$ cat src/rtl/core/lmn_pkg.sv
// ============================================================================
// lmn_pkg
// Types and codes shared by the Lamport mutual exclusion node.
// ============================================================================
package lmn_pkg;

    // Input modes
    localparam logic [1:0] MODE_WISH    = 2'd0;
    localparam logic [1:0] MODE_REQUEST = 2'd1;
    localparam logic [1:0] MODE_REPLY   = 2'd2;
    localparam logic [1:0] MODE_RELEASE = 2'd3;

    // Result kinds
    localparam logic [1:0] KIND_REQUEST = 2'd0;
    localparam logic [1:0] KIND_REPLY   = 2'd1;
    localparam logic [1:0] KIND_RELEASE = 2'd2;

    // Configuration register indexes
    localparam logic [1:0] REG_NODE_ID     = 2'd0;
    localparam logic [1:0] REG_NODE_COUNT  = 2'd1;
    localparam logic [1:0] REG_CLOCK_START = 2'd2;

    // Reset values
    localparam logic [4:0]  NODE_ID_RST    = 5'd1;
    localparam logic [4:0]  NODE_COUNT_RST = 5'd3;
    localparam logic [31:0] CLOCK_RST      = 32'd80;
    localparam logic [4:0]  REPLY_MAX      = 5'd31;
    localparam logic [31:0] CLOCK_MAX      = 32'hFFFF_FFFF;

    typedef struct packed {
        logic [1:0]  mode;
        logic [4:0]  peer_id;
        logic [31:0] stamp;
    } in_item_t;

    typedef struct packed {
        logic [1:0]  out_kind;
        logic [4:0]  out_node;
        logic [31:0] out_stamp;
        logic        last;
    } out_item_t;

    // Controller to datapath
    typedef struct packed {
        logic load;     // capture the accepted item
        logic exec;     // apply the item to clock, queue and counters
        logic check;    // grant check, pops the head on a grant
        logic sel_rel;  // push the release rather than the first result
        logic last;     // mark the pushed result as final
    } dp_cmd_t;

    // Datapath to controller
    typedef struct packed {
        logic has_res;  // the item produced a request or reply
        logic grant;    // the grant check fired
    } dp_stat_t;

endpackage

$ cat src/rtl/core/lmn_if.sv
// ============================================================================
// lmn_if
// Valid/ready channel interfaces of the mutex node.
// ============================================================================
interface lmn_in_if;
    logic        valid;
    logic        ready;
    logic [1:0]  mode;
    logic [4:0]  peer_id;
    logic [31:0] stamp;

    modport source (output valid, output mode, output peer_id, output stamp, input ready);
    modport sink   (input valid, input mode, input peer_id, input stamp, output ready);
endinterface

interface lmn_out_if;
    logic        valid;
    logic        ready;
    logic [1:0]  out_kind;
    logic [4:0]  out_node;
    logic [31:0] out_stamp;
    logic        last;

    modport source (output valid, output out_kind, output out_node, output out_stamp,
                    output last, input ready);
    modport sink   (input valid, input out_kind, input out_node, input out_stamp,
                    input last, output ready);
endinterface

interface lmn_cfg_if;
    logic        valid;
    logic        ready;
    logic [1:0]  index;
    logic [31:0] data;

    modport source (output valid, output index, output data, input ready);
    modport sink   (input valid, input index, input data, output ready);
endinterface

$ cat src/rtl/core/lmn_ctrl.sv
// ============================================================================
// lmn_ctrl
// Sequencer of the mutex node: accept, execute, grant check, push results.
// ============================================================================
module lmn_ctrl
    import lmn_pkg::*;
(
    input  logic     clk,
    input  logic     rst_n,
    input  logic     in_valid,
    output logic     in_ready,
    input  dp_stat_t stat,
    input  logic     obuf_full,
    output dp_cmd_t  cmd,
    output logic     push
);

    localparam logic [2:0] S_IDLE  = 3'd0;
    localparam logic [2:0] S_EXEC  = 3'd1;
    localparam logic [2:0] S_CHECK = 3'd2;
    localparam logic [2:0] S_PUSH0 = 3'd3;
    localparam logic [2:0] S_PUSH1 = 3'd4;

    logic [2:0] state_reg;
    logic [2:0] state_next;

    // State register
    always_ff @(posedge clk or negedge rst_n)
    begin
        if (!rst_n)
        begin
            state_reg <= S_IDLE;
        end
        else
        begin
            state_reg <= state_next;
        end
    end

    // Next state and commands
    always_comb
    begin
        state_next  = state_reg;
        in_ready    = 1'b0;
        cmd         = '0;
        push        = 1'b0;
        unique case (state_reg)
            S_IDLE:
            begin
                in_ready = 1'b1;
                if (in_valid)
                begin
                    cmd.load   = 1'b1;
                    state_next = S_EXEC;
                end
            end
            S_EXEC:
            begin
                cmd.exec   = 1'b1;
                state_next = S_CHECK;
            end
            S_CHECK:
            begin
                cmd.check  = 1'b1;
                state_next = S_PUSH0;
            end
            S_PUSH0:
            begin
                // first result, or straight on to the release
                if (!stat.has_res)
                begin
                    state_next = stat.grant ? S_PUSH1 : S_IDLE;
                end
                else if (!obuf_full)
                begin
                    push       = 1'b1;
                    cmd.last   = !stat.grant;
                    state_next = stat.grant ? S_PUSH1 : S_IDLE;
                end
            end
            S_PUSH1:
            begin
                cmd.sel_rel = 1'b1;
                cmd.last    = 1'b1;
                if (!obuf_full)
                begin
                    push       = 1'b1;
                    state_next = S_IDLE;
                end
            end
            default:
            begin
                state_next = S_IDLE;
            end
        endcase
    end

endmodule

$ cat src/rtl/core/lmn_dp.sv
// ============================================================================
// lmn_dp
// Datapath of the mutex node: config, Lamport clock, sorted request queue,
// reply counter and grant check.
// ============================================================================
module lmn_dp
    import lmn_pkg::*;
#(
    parameter int MAX_NODES = 16
)
(
    input  logic        clk,
    input  logic        rst_n,
    input  logic        cfg_we,
    input  logic [1:0]  cfg_index,
    input  logic [31:0] cfg_data,
    input  in_item_t    in_item,
    input  dp_cmd_t     cmd,
    output dp_stat_t    stat,
    output out_item_t   push_item
);

    localparam int CW = $clog2(MAX_NODES + 1);

    // configuration
    logic [4:0]  node_id_reg;
    logic [4:0]  node_count_reg;
    // node state
    logic [31:0] clock_reg,    clock_next;
    logic [CW-1:0] count_reg,  count_next;
    logic [4:0]  reply_reg,    reply_next;
    logic        await_reg,    await_next;
    logic [31:0] own_stamp_reg, own_stamp_next;
    logic        has_res_reg,  has_res_next;
    logic        grant_reg,    grant_next;
    // captured item and first result
    in_item_t    item_reg;
    logic [1:0]  res_kind_reg, res_kind_next;
    logic [4:0]  res_node_reg, res_node_next;
    logic [31:0] res_stamp_reg, res_stamp_next;
    // queue cells
    logic [31:0] q_stamp_reg [MAX_NODES];
    logic [4:0]  q_node_reg  [MAX_NODES];
    logic [31:0] q_stamp_next [MAX_NODES];
    logic [4:0]  q_node_next  [MAX_NODES];

    // queue shift helpers
    logic [31:0] up_stamp [MAX_NODES];
    logic [4:0]  up_node  [MAX_NODES];
    logic [31:0] dn_stamp [MAX_NODES];
    logic [4:0]  dn_node  [MAX_NODES];
    logic [MAX_NODES-1:0] occ;
    logic [MAX_NODES-1:0] ahead;
    logic [MAX_NODES-1:0] ahead_prev;
    logic [MAX_NODES-1:0] match;
    logic [MAX_NODES-1:0] after;
    logic        ins_en;
    logic        rem_en;
    logic [31:0] ins_stamp;
    logic [4:0]  ins_node;
    logic [31:0] upd_max;
    logic [31:0] clock_upd;
    logic [4:0]  need;
    logic        grant_now;
    logic        q_full;

    // Clock update: max(clock, stamp) + 1, saturating
    assign upd_max   = (clock_reg < item_reg.stamp) ? item_reg.stamp : clock_reg;
    assign clock_upd = (upd_max == CLOCK_MAX) ? upd_max : upd_max + 32'd1;

    assign need      = (node_count_reg == 5'd0) ? 5'd0 : node_count_reg - 5'd1;
    assign grant_now = (count_reg != '0) && (q_node_reg[0] == node_id_reg)
                       && (reply_reg >= need);
    assign q_full    = (count_reg == CW'(MAX_NODES));

    // Insert key: own entry for a wish, sender entry for a request
    assign ins_stamp = (item_reg.mode == MODE_WISH) ? clock_reg : item_reg.stamp;
    assign ins_node  = (item_reg.mode == MODE_WISH) ? node_id_reg : item_reg.peer_id;

    // Per-cell compare and match flags
    always_comb
    begin
        for (int k = 0; k < MAX_NODES; k++)
        begin
            occ[k]   = (CW'(k) < count_reg);
            ahead[k] = occ[k] && ((ins_stamp < q_stamp_reg[k]) ||
                       ((ins_stamp == q_stamp_reg[k]) && (ins_node < q_node_reg[k])));
            if (cmd.check)
            begin
                match[k] = (k == 0) && grant_now;
            end
            else
            begin
                match[k] = occ[k] && (q_node_reg[k] == item_reg.peer_id);
            end
        end
        for (int k = 0; k < MAX_NODES; k++)
        begin
            after[k] = |(match & ~({MAX_NODES{1'b1}} << (k + 1)));
        end
        ahead_prev[0] = 1'b0;
        up_stamp[0]   = '0;
        up_node[0]    = '0;
        for (int k = 1; k < MAX_NODES; k++)
        begin
            ahead_prev[k] = ahead[k-1];
            up_stamp[k]   = q_stamp_reg[k-1];
            up_node[k]    = q_node_reg[k-1];
        end
        for (int k = 0; k < MAX_NODES - 1; k++)
        begin
            dn_stamp[k] = q_stamp_reg[k+1];
            dn_node[k]  = q_node_reg[k+1];
        end
        dn_stamp[MAX_NODES-1] = q_stamp_reg[MAX_NODES-1];
        dn_node[MAX_NODES-1]  = q_node_reg[MAX_NODES-1];
    end

    // Item execution and grant check
    always_comb
    begin
        clock_next     = clock_reg;
        count_next     = count_reg;
        reply_next     = reply_reg;
        await_next     = await_reg;
        own_stamp_next = own_stamp_reg;
        has_res_next   = has_res_reg;
        grant_next     = grant_reg;
        res_kind_next  = res_kind_reg;
        res_node_next  = res_node_reg;
        res_stamp_next = res_stamp_reg;
        ins_en         = 1'b0;
        rem_en         = 1'b0;

        if (cmd.exec)
        begin
            has_res_next = 1'b0;
            unique case (item_reg.mode)
                MODE_WISH:
                begin
                    if (!await_reg)
                    begin
                        own_stamp_next = clock_reg;
                        await_next     = 1'b1;
                        reply_next     = '0;
                        ins_en         = !q_full;
                        has_res_next   = 1'b1;
                        res_kind_next  = KIND_REQUEST;
                        res_node_next  = node_id_reg;
                        res_stamp_next = clock_reg;
                    end
                end
                MODE_REQUEST:
                begin
                    clock_next     = clock_upd;
                    ins_en         = !q_full;
                    has_res_next   = 1'b1;
                    res_kind_next  = KIND_REPLY;
                    res_node_next  = item_reg.peer_id;
                    res_stamp_next = clock_upd;
                end
                MODE_REPLY:
                begin
                    clock_next = clock_upd;
                    if (reply_reg != REPLY_MAX)
                    begin
                        reply_next = reply_reg + 5'd1;
                    end
                end
                MODE_RELEASE:
                begin
                    clock_next = clock_upd;
                    rem_en     = 1'b1;
                end
                default:
                begin
                    clock_next = clock_reg;
                end
            endcase
        end

        if (cmd.check)
        begin
            grant_next = grant_now;
            rem_en     = grant_now;
            if (grant_now)
            begin
                await_next = 1'b0;
                reply_next = '0;
            end
        end

        if (ins_en)
        begin
            count_next = count_reg + CW'(1);
        end
        else if (rem_en && (match != '0))
        begin
            count_next = count_reg - CW'(1);
        end
    end

    // Queue cell next values
    always_comb
    begin
        for (int k = 0; k < MAX_NODES; k++)
        begin
            q_stamp_next[k] = q_stamp_reg[k];
            q_node_next[k]  = q_node_reg[k];
            if (ins_en)
            begin
                if (ahead_prev[k])
                begin
                    q_stamp_next[k] = up_stamp[k];
                    q_node_next[k]  = up_node[k];
                end
                else if (ahead[k] || (CW'(k) == count_reg))
                begin
                    q_stamp_next[k] = ins_stamp;
                    q_node_next[k]  = ins_node;
                end
            end
            else if (rem_en && after[k])
            begin
                q_stamp_next[k] = dn_stamp[k];
                q_node_next[k]  = dn_node[k];
            end
        end
    end

    // Control state and configuration
    always_ff @(posedge clk or negedge rst_n)
    begin
        if (!rst_n)
        begin
            node_id_reg    <= NODE_ID_RST;
            node_count_reg <= NODE_COUNT_RST;
            clock_reg      <= CLOCK_RST;
            count_reg      <= '0;
            reply_reg      <= '0;
            await_reg      <= 1'b0;
            own_stamp_reg  <= '0;
            has_res_reg    <= 1'b0;
            grant_reg      <= 1'b0;
        end
        else
        begin
            count_reg     <= count_next;
            reply_reg     <= reply_next;
            await_reg     <= await_next;
            own_stamp_reg <= own_stamp_next;
            has_res_reg   <= has_res_next;
            grant_reg     <= grant_next;
            clock_reg     <= clock_next;
            if (cfg_we)
            begin
                unique case (cfg_index)
                    REG_NODE_ID:     node_id_reg    <= cfg_data[4:0];
                    REG_NODE_COUNT:  node_count_reg <= cfg_data[4:0];
                    REG_CLOCK_START: clock_reg      <= cfg_data;
                    default:         node_id_reg    <= node_id_reg;
                endcase
            end
        end
    end

    // Payload registers
    always_ff @(posedge clk)
    begin
        if (cmd.load)
        begin
            item_reg <= in_item;
        end
        res_kind_reg  <= res_kind_next;
        res_node_reg  <= res_node_next;
        res_stamp_reg <= res_stamp_next;
        for (int k = 0; k < MAX_NODES; k++)
        begin
            q_stamp_reg[k] <= q_stamp_next[k];
            q_node_reg[k]  <= q_node_next[k];
        end
    end

    assign stat.has_res = has_res_reg;
    assign stat.grant   = grant_reg;

    // Result to push
    always_comb
    begin
        if (cmd.sel_rel)
        begin
            push_item.out_kind  = KIND_RELEASE;
            push_item.out_node  = node_id_reg;
            push_item.out_stamp = own_stamp_reg;
        end
        else
        begin
            push_item.out_kind  = res_kind_reg;
            push_item.out_node  = res_node_reg;
            push_item.out_stamp = res_stamp_reg;
        end
        push_item.last = cmd.last;
    end

endmodule

$ cat src/rtl/core/lmn_obuf.sv
// ============================================================================
// lmn_obuf
// Two-entry result buffer in front of the output channel.
// ============================================================================
module lmn_obuf
    import lmn_pkg::*;
(
    input  logic      clk,
    input  logic      rst_n,
    input  logic      push,
    input  out_item_t push_item,
    output logic      full,
    lmn_out_if.source out_ch
);

    out_item_t  mem_reg [2];
    logic       wr_ptr_reg;
    logic       rd_ptr_reg;
    logic [1:0] fill_reg;
    logic       pop;

    assign pop  = out_ch.valid && out_ch.ready;
    assign full = (fill_reg == 2'd2);

    // Pointers and fill level
    always_ff @(posedge clk or negedge rst_n)
    begin
        if (!rst_n)
        begin
            wr_ptr_reg <= 1'b0;
            rd_ptr_reg <= 1'b0;
            fill_reg   <= '0;
        end
        else
        begin
            if (push)
            begin
                wr_ptr_reg <= !wr_ptr_reg;
            end
            if (pop)
            begin
                rd_ptr_reg <= !rd_ptr_reg;
            end
            fill_reg <= fill_reg + {1'b0, push} - {1'b0, pop};
        end
    end

    // Storage
    always_ff @(posedge clk)
    begin
        if (push)
        begin
            mem_reg[wr_ptr_reg] <= push_item;
        end
    end

    // Output channel
    assign out_ch.valid     = (fill_reg != '0);
    assign out_ch.out_kind  = mem_reg[rd_ptr_reg].out_kind;
    assign out_ch.out_node  = mem_reg[rd_ptr_reg].out_node;
    assign out_ch.out_stamp = mem_reg[rd_ptr_reg].out_stamp;
    assign out_ch.last      = mem_reg[rd_ptr_reg].last;

endmodule

$ cat src/rtl/core/lamport_mutex_node_unit.sv
// ============================================================================
// lamport_mutex_node_unit
// One node of Lamport's distributed mutual exclusion.
// ============================================================================
// Channels: in_ch takes one message or local wish per item (mode, peer_id,
// stamp); out_ch gives zero to two result items per input, the final one
// flagged by last; cfg_ch writes node_id, node_count and clock_start and is
// always ready (writing clock_start also loads the Lamport clock).
// Timing: an input is accepted in the idle state, executed in the next cycle
// and grant-checked in the one after; each result then enters a two-entry
// output buffer from a push state, the release from a second push state
// that follows when the grant check fires. The sorted insert and removal
// work on all queue cells at once, so queue depth adds no states.
// Reset: the queue is empty, counters and flags are clear, node_id is 1,
// node_count is 3 and the clock is 80.
// Stalls: while out_ch is stalled the buffer holds up to two results; once
// it is full the node waits in its push state and holds off the input.
// ============================================================================
module lamport_mutex_node_unit
    import lmn_pkg::*;
#(
    parameter int MAX_NODES = 16
)
(
    input  logic      clk,
    input  logic      rst_n,
    lmn_in_if.sink    in_ch,
    lmn_out_if.source out_ch,
    lmn_cfg_if.sink   cfg_ch
);

    dp_cmd_t   cmd;
    dp_stat_t  stat;
    out_item_t push_item;
    in_item_t  in_item;
    logic      push;
    logic      obuf_full;

    assign cfg_ch.ready    = 1'b1;
    assign in_item.mode    = in_ch.mode;
    assign in_item.peer_id = in_ch.peer_id;
    assign in_item.stamp   = in_ch.stamp;

    lmn_ctrl u_ctrl (
        .clk       (clk),
        .rst_n     (rst_n),
        .in_valid  (in_ch.valid),
        .in_ready  (in_ch.ready),
        .stat      (stat),
        .obuf_full (obuf_full),
        .cmd       (cmd),
        .push      (push)
    );

    lmn_dp #(
        .MAX_NODES (MAX_NODES)
    ) u_dp (
        .clk       (clk),
        .rst_n     (rst_n),
        .cfg_we    (cfg_ch.valid),
        .cfg_index (cfg_ch.index),
        .cfg_data  (cfg_ch.data),
        .in_item   (in_item),
        .cmd       (cmd),
        .stat      (stat),
        .push_item (push_item)
    );

    lmn_obuf u_obuf (
        .clk       (clk),
        .rst_n     (rst_n),
        .push      (push),
        .push_item (push_item),
        .full      (obuf_full),
        .out_ch    (out_ch)
    );

endmodule

$ cat src/flat_wrapper.sv
// flat-port wrapper written by rule: the top's interface ports become plain ports
module lamport_mutex_node_unit_flat import lmn_pkg::*;
#(
    parameter int MAX_NODES = 16
)
  (clk, rst_n, in_ch_valid, in_ch_mode, in_ch_peer_id, in_ch_stamp, in_ch_ready, out_ch_valid, out_ch_out_kind, out_ch_out_node, out_ch_out_stamp, out_ch_last, out_ch_ready, cfg_ch_valid, cfg_ch_index, cfg_ch_data, cfg_ch_ready);
  lmn_in_if in_ch_i ();
  lmn_out_if out_ch_i ();
  lmn_cfg_if cfg_ch_i ();
  input  logic clk;
  input  logic rst_n;
  input wire logic [$bits(in_ch_i.valid)-1:0] in_ch_valid;
  input wire logic [$bits(in_ch_i.mode)-1:0] in_ch_mode;
  input wire logic [$bits(in_ch_i.peer_id)-1:0] in_ch_peer_id;
  input wire logic [$bits(in_ch_i.stamp)-1:0] in_ch_stamp;
  output wire logic [$bits(in_ch_i.ready)-1:0] in_ch_ready;
  output wire logic [$bits(out_ch_i.valid)-1:0] out_ch_valid;
  output wire logic [$bits(out_ch_i.out_kind)-1:0] out_ch_out_kind;
  output wire logic [$bits(out_ch_i.out_node)-1:0] out_ch_out_node;
  output wire logic [$bits(out_ch_i.out_stamp)-1:0] out_ch_out_stamp;
  output wire logic [$bits(out_ch_i.last)-1:0] out_ch_last;
  input wire logic [$bits(out_ch_i.ready)-1:0] out_ch_ready;
  input wire logic [$bits(cfg_ch_i.valid)-1:0] cfg_ch_valid;
  input wire logic [$bits(cfg_ch_i.index)-1:0] cfg_ch_index;
  input wire logic [$bits(cfg_ch_i.data)-1:0] cfg_ch_data;
  output wire logic [$bits(cfg_ch_i.ready)-1:0] cfg_ch_ready;
  assign in_ch_i.valid = in_ch_valid;
  assign in_ch_i.mode = in_ch_mode;
  assign in_ch_i.peer_id = in_ch_peer_id;
  assign in_ch_i.stamp = in_ch_stamp;
  assign in_ch_ready = in_ch_i.ready;
  assign out_ch_valid = out_ch_i.valid;
  assign out_ch_out_kind = out_ch_i.out_kind;
  assign out_ch_out_node = out_ch_i.out_node;
  assign out_ch_out_stamp = out_ch_i.out_stamp;
  assign out_ch_last = out_ch_i.last;
  assign out_ch_i.ready = out_ch_ready;
  assign cfg_ch_i.valid = cfg_ch_valid;
  assign cfg_ch_i.index = cfg_ch_index;
  assign cfg_ch_i.data = cfg_ch_data;
  assign cfg_ch_ready = cfg_ch_i.ready;
  lamport_mutex_node_unit #(.MAX_NODES(MAX_NODES)) u_core (.clk(clk), .rst_n(rst_n), .in_ch(in_ch_i), .out_ch(out_ch_i), .cfg_ch(cfg_ch_i));
endmodule
$ cat config.mk
export PLATFORM = sky130hd
export DESIGN_NAME = lamport_mutex_node_unit_flat
export DESIGN_NICKNAME = d
export VERILOG_FILES = /design/src/rtl/core/lmn_pkg.sv /design/src/rtl/core/lmn_if.sv /design/src/rtl/core/lmn_ctrl.sv /design/src/rtl/core/lmn_dp.sv /design/src/rtl/core/lmn_obuf.sv /design/src/rtl/core/lamport_mutex_node_unit.sv /design/src/flat_wrapper.sv
export SDC_FILE = /design/constraint.sdc
export NUM_CORES = 2
export LEC_CHECK = 0
export BUFFER_PORTS_ARGS = -buffer_cell sky130_fd_sc_hd__buf_4
export CAP_MARGIN = 15
export CORE_ASPECT_RATIO = 0.8
export CORE_UTILIZATION = 55
export DETAILED_ROUTE_END_ITERATION = 16
export HOLD_SLACK_MARGIN = 0.08
export PLACE_DENSITY = 0.75
export SLEW_MARGIN = 20
export SYNTH_ARGS = -nofsm -noshare
export SYNTH_HDL_FRONTEND = slang
export SYNTH_HIERARCHICAL = 1
export SYNTH_SLANG_ARGS = --single-unit
$ cat constraint.sdc
create_clock -name clk -period 9.1 [get_ports clk]
set_input_delay 1.82 -clock clk [delete_from_list [all_inputs] [get_ports clk]]
set_output_delay 1.82 -clock clk [all_outputs]
set_load 0.03 [all_outputs]
**Yosys cells after proc, flatten, opt, wreduce, memory -nomap -nowiden**

Memory sizes are Yosys's and may differ from the RTL's.
Index checks and enable logic that the tools add are counted.

- Memories: 3
- Word-level logic and storage cells: 474
- Bits in writable memories: 672
- Bits in registers: 172
- Input bits: 78
- Output and inout bits: 43

- $lt $le $gt $ge: 50
- $add $sub $neg: 7
- Muxes and demuxes: 196
- Reduce and logical (&&, ||, !) cells: 133
- Bitwise logic cells: 1
- Eq/ne operators: 65

Memory list:

| memory | depth | bits a word | rd ports | clocked after Yosys merged registers in | wr ports | RTL line | RTL |
|---|---|---|---|---|---|---|---|
| u_core.u_dp.q_stamp_reg | 16 | 32 | 16 | 0 | 16 | lmn_dp.sv:42 | `logic [31:0] q_stamp_reg [MAX_NODES];` |
| u_core.u_dp.q_node_reg | 16 | 5 | 16 | 0 | 16 | lmn_dp.sv:43 | `logic [4:0] q_node_reg [MAX_NODES];` |
| u_core.u_obuf.mem_reg | 2 | 40 | 1 | 0 | 1 | lmn_obuf.sv:16 | `out_item_t mem_reg [2];` |

Operator list:

| cell | count |
|---|---|
| $mux 32 | 70 |
| $lt 32x32->1 | 17 |
| $eq 32x32->1 | 16 |
| $mux 5 | 72 |
| $eq 5x5->1 | 17 |
| $lt 5x5->1 | 16 |
| $logic_and 1x1->1 | 67 |
| $pmux 32 s2 | 1 |
| $eq 4x5->1 const A | 8 |
| $lt 4x5->1 const A | 8 |
| $mux 39 | 1 |
| $mux 1 | 38 |
| $add 32x1->32 const B | 1 |
| $eq 32x32->1 const B | 1 |
| $logic_or 1x1->1 | 32 |
| $eq 3x5->1 const A | 4 |
| $lt 3x5->1 const A | 4 |
| $pmux 5 s2 | 2 |
| $reduce_bool 16->1 | 1 |
| $mux 3 | 5 |
| $pmux 3 s5 | 1 |
| $reduce_or 15->1 | 1 |
| $reduce_or 14->1 | 1 |
| $reduce_or 13->1 | 1 |
| other kinds (41) | 67 |

**Logic depth before layout (Yosys ltp)**

- Depth in word-level cells: 10
- Depth in mapped cells: 17
- Mapped depth without buffers: 15

**Modules after synthesis**

The synthesis kept the hierarchy.

By module, submodules not included:

| module | instances | sequential area each (um^2) | area an instance (um^2) | cells each |
|---|---|---|---|---|
| lmn_dp | 1 | 22272.6 | 54203.2 | 5567 |
| lmn_obuf | 1 | 2502.4 | 3290.7 | 142 |
| lmn_ctrl | 1 | 75.1 | 202.7 | 22 |
| lamport_mutex_node_unit | 1 | 0.0 | 11.3 | 2 |

**Worst setup path before layout**

Ideal clock, no wire load.

- Path type: register to register
- From: register u_core/u_dp/item_reg[38] (netlist name)
- To: memory u_core.u_dp.q_node_reg[3][0], in the netlist u_core/u_dp/q_node_reg[0][15], enable pin
- Path slack: 2.104 ns
- Required time: 8.612 ns
- Buffers on the path: 5
- Arrival: 6.508 ns
- Period minus slack after synthesis: 6.996 ns
- Setup time: 0.488 ns
- Stages on the path, launching flop included: 17
- Cell sequence: edfxtp_1 -> clkbuf_1 -> nor2_1 -> clkbuf_1 -> clkbuf_1 -> o21ai_1 -> ha_1 -> a21o_1 -> a21o_1 -> a211oi_1 -> nor2_1 -> o21a_1 -> o21ai_0 -> a41oi_2 -> buf_4 -> buf_6 -> a21boi_0

RTL lines:

| item | RTL line |
|---|---|
| end: declaration | lmn_dp.sv:43 |

==> reports/results.ini <==
[timing]
fin_hold_ws_ns=0.499
achievable-frequency_mhz=134
setup_slack_of_the_critical_path_after_layout_ns=1.63
post-route-min-period_ns=7.47
max-slew-margin-rel_pct=16.6
min_period_over_period_pct=82.1
slew_viol_final=0
setup_total_negative_slack_ns=0
setup_repair_after_global_routing_missed_its_margin=false
timing.final.setup_violations=0
final.setup_skew_ns=0.0500
hold_violations=0
max_slew.worst_pin.slew_ns=1.24

[clock_network]
post_cts_resized=0
clock_pin_transition_on_the_worst_setup_and_hold_timing_paths_ns=0.06
cts.sink_count=843
clock_insertion_delay_worst_skew_ns=0.74
clock-root-buffer=sky130_fd_sc_hd__clkbuf_16
cts.repair_timing.setup_buffer_count=0
htreeDepth=3
cts_hold_buffers=0
cts.path.max_buffers=3
cts_buffers=90
clock_tree_from_tritoncts=done

[setup_path]
critical_path_required_ns=9.52
cp_slowest_stage_delay_ns=1.01
critical_path_class=flop to flop
crit_path_cell_trace=nor2_4 > buf_4 > nand2_1 > o21ai_2 > buf_4 > ha_1 > nand4_1 > nor2_1 > nand3_1 > or4_1 > nor3_1 > o21ai_4 > a2111oi_0 > nor2_4 > buf_4
cp-start-kind=flop
critical-path-top-cell-by-count=sky130_fd_sc_hd__buf_4
critPathSlowestCell=sky130_fd_sc_hd__nor3_1
critical_path_peak_fanout=22
cp_data_arrival_time_ns=7.89
timing.critical_path.to_type=flop

[die]
top_level_ports=121
core_rows=105
dieArea_um2=106000
core_area_um2=103000
initial_utilization_pct=55.9
die_height_um=292
die_x_um=364

[grt]
overflow=0
use_met2_pct=55.2
number_of_antenna_violations_at_the_first_check_in_global_routing=6
grtUsageMet1_pct=57.2
grt_util_met3_pct=15.4
total_track_usage_pct=41.0
first_pass_grt_wire_length_um=319000
maximum_number_of_pins_on_one_net_before_global_route_repair=166
first_global_vias=47097
global_route.peak_usage_layer=met1

[worst_hold_path]
min-delay-path-class=flop to flop

[logic_synthesis]
synth_ff_type=sky130_fd_sc_hd__edfxtp_1
syn-mean-instance-area_um2=10.1
number_of_enable_type_register_cells_in_the_synthesized_netlist=749
dominant_combinational_cell_family_by_area_after_synthesis=compound AO/OA/AOI/OAI gates
synthDominantAreaCellType=sky130_fd_sc_hd__edfxtp_1
post_synth_mux_area_share_pct=5.36
synthAdderAreaFrac_pct=13.5
netlist_top_cells_count=sky130_fd_sc_hd__edfxtp_1 (749), sky130_fd_sc_hd__inv_1 (663), sky130_fd_sc_hd__ha_1 (622), sky130_fd_sc_hd__nand2_1 (524), sky130_fd_sc_hd__o21ai_0 (278)
synth_top_area_share_pct=39.0
simple_gate_share_of_the_synthesized_area_pct=12.5
synthDistinctLibCells=94
synth-compound-area-share_pct=16.9
synthesis.yosys.warnings=6
synthesis.instances=5733
synth_area_um2=57700
syn-num-nets=6433
yosys.cell_count.top_type=sky130_fd_sc_hd__edfxtp_1
synth_seq_area_share_pct=43.1
async_flop_share_pct=11.2
synth.ff_latch_count=843
synth_xor_xnor_area_share_pct=1.87
synthTopCellsByArea=sky130_fd_sc_hd__edfxtp_1 (39%), sky130_fd_sc_hd__ha_1 (13%), sky130_fd_sc_hd__inv_1 (4.3%), sky130_fd_sc_hd__dfrtp_1 (3.9%), sky130_fd_sc_hd__nand2_1 (3.4%)

[layout]
drive_above_1_share_pct=11.2
largest_register_ffs=512
nets=6450
synthToLayoutAreaGrowth_pct=10.2
stdcell_count=7222

[placement]
placed_cells=7045
dp_hpwl_um=158000
place_ws_ns=2.25
portBuffers=119
gp_routability_congestion=1.12

[outcome]
run_status=completed

[route]
drtAntennaViolNets=0
drt_iter0_markers=8569
totalWireLength_um=222000
routed-via-count=50869
drt_pass1_iterations=10
drt-wirelength-per-cell_um=30.8
post_drt_via_cell_ratio=7.04
detail_route.drc_violations=0

[power]
power-per-cell-area_nw_per_um2=295
power.leakage_nw=26.5
irDropWorstVdd_uv=227
design_power_mw=18.7

[job]
cap_viol_max_count=0

per-stage QoR:
step / area, um2 / utilization [%]
floorplan: 57700 / -
global placement: 60400 / 58.5
finish: 63600 / 61.6
CTS: 63500 / 61.5
global route: 63600 / 61.6
detailed placement: 60400 / 58.5
layout make-up:
| cell class | count | area [um2] |
|---|---|---|
| diodes | 5 | 12.5 |
| clock buffers | 121 | 2440 |
| well taps | 1391 | 1740 |
| clock inverters | 47 | 611 |
| flip-flops and latches | 843 | 24900 |
| inverters | 664 | 2490 |
| fillers | 8490 | 39700 |
| multi-input cells | 3906 | 29500 |
| repair buffers | 245 | 1950 |
cells in the final DEF (no fill, tap or decap), drive strengths merged, types with 44 or more instances in the layout:
cell    instances
dfrtp          89
nand4         115
mux2          172
a21oi         246
nand3         270
nor2b          55
nor2          241
buf           244
ha            622
nor3           96
mux2i         101
nand2         534
xnor2          70
a21o           91
clkbuf        122
o22ai          44
edfxtp        749
inv           666
a221o         142
o311ai        114
o21ai         336
o221ai        179
xor2           53
worst max-delay path, delay by kind of cell (launching register included):
family / cells / cell delay (ns)
DFF: 1 / 0.59
and+or+nand+nor: 8 / 3.65
AOI/OAI and AO/OA: 3 / 1.63
adders and majority gates: 1 / 0.18
buffers and inverters: 3 / 1.08
layer usage:
metal	up-vias	share of wire, %	wire length [um]
met3	658	17	37700
met2	4362	39	87600
met4	8	5.5	12300
li1	21545	-	-
met1	24296	38	84700
met5	-	0.019	43
final timing paths:
kind / from / end / slack, ns / depth (start not counted)
worst max-delay path: u_core/u_dp/item_reg[38] / u_core/u_dp/q_stamp_reg[0][143] / 1.63 / 15
worst max register to register: u_core/u_dp/item_reg[38] / u_core/u_dp/q_stamp_reg[0][143] / 1.63 / 15
worst min-delay path: u_core/u_dp/own_stamp_reg[3] / u_core/u_dp/own_stamp_reg[3] / 0.50 / 1
worst min register to register: u_core/u_dp/own_stamp_reg[3] / u_core/u_dp/own_stamp_reg[3] / 0.50 / 1
max in group asynchronous: rst_n / u_core/u_dp/own_stamp_reg[19] / 6.74 / 2
min in group asynchronous: rst_n / u_core/u_dp/own_stamp_reg[5] / 1.08 / 1
power breakdown:
group          leakage, nW  internal (mW)  switching [mW]
Combinational         17.1           2.84            5.98
Clock                 1.46           2.19            1.72
Sequential            7.95           5.26           0.754
Total                 26.5           10.3            8.45
logic make-up after synthesis:
kind of cell | Yosys count
xor gates and xnor gates | 123
AOI/OAI and AO/OA | 1387
adders and majority gates | 622
DFF | 843
buffers and inverters | 984
other | 1
and+or+nand+nor | 1500
muxes | 273
Power figures use the tool's default switching activity.
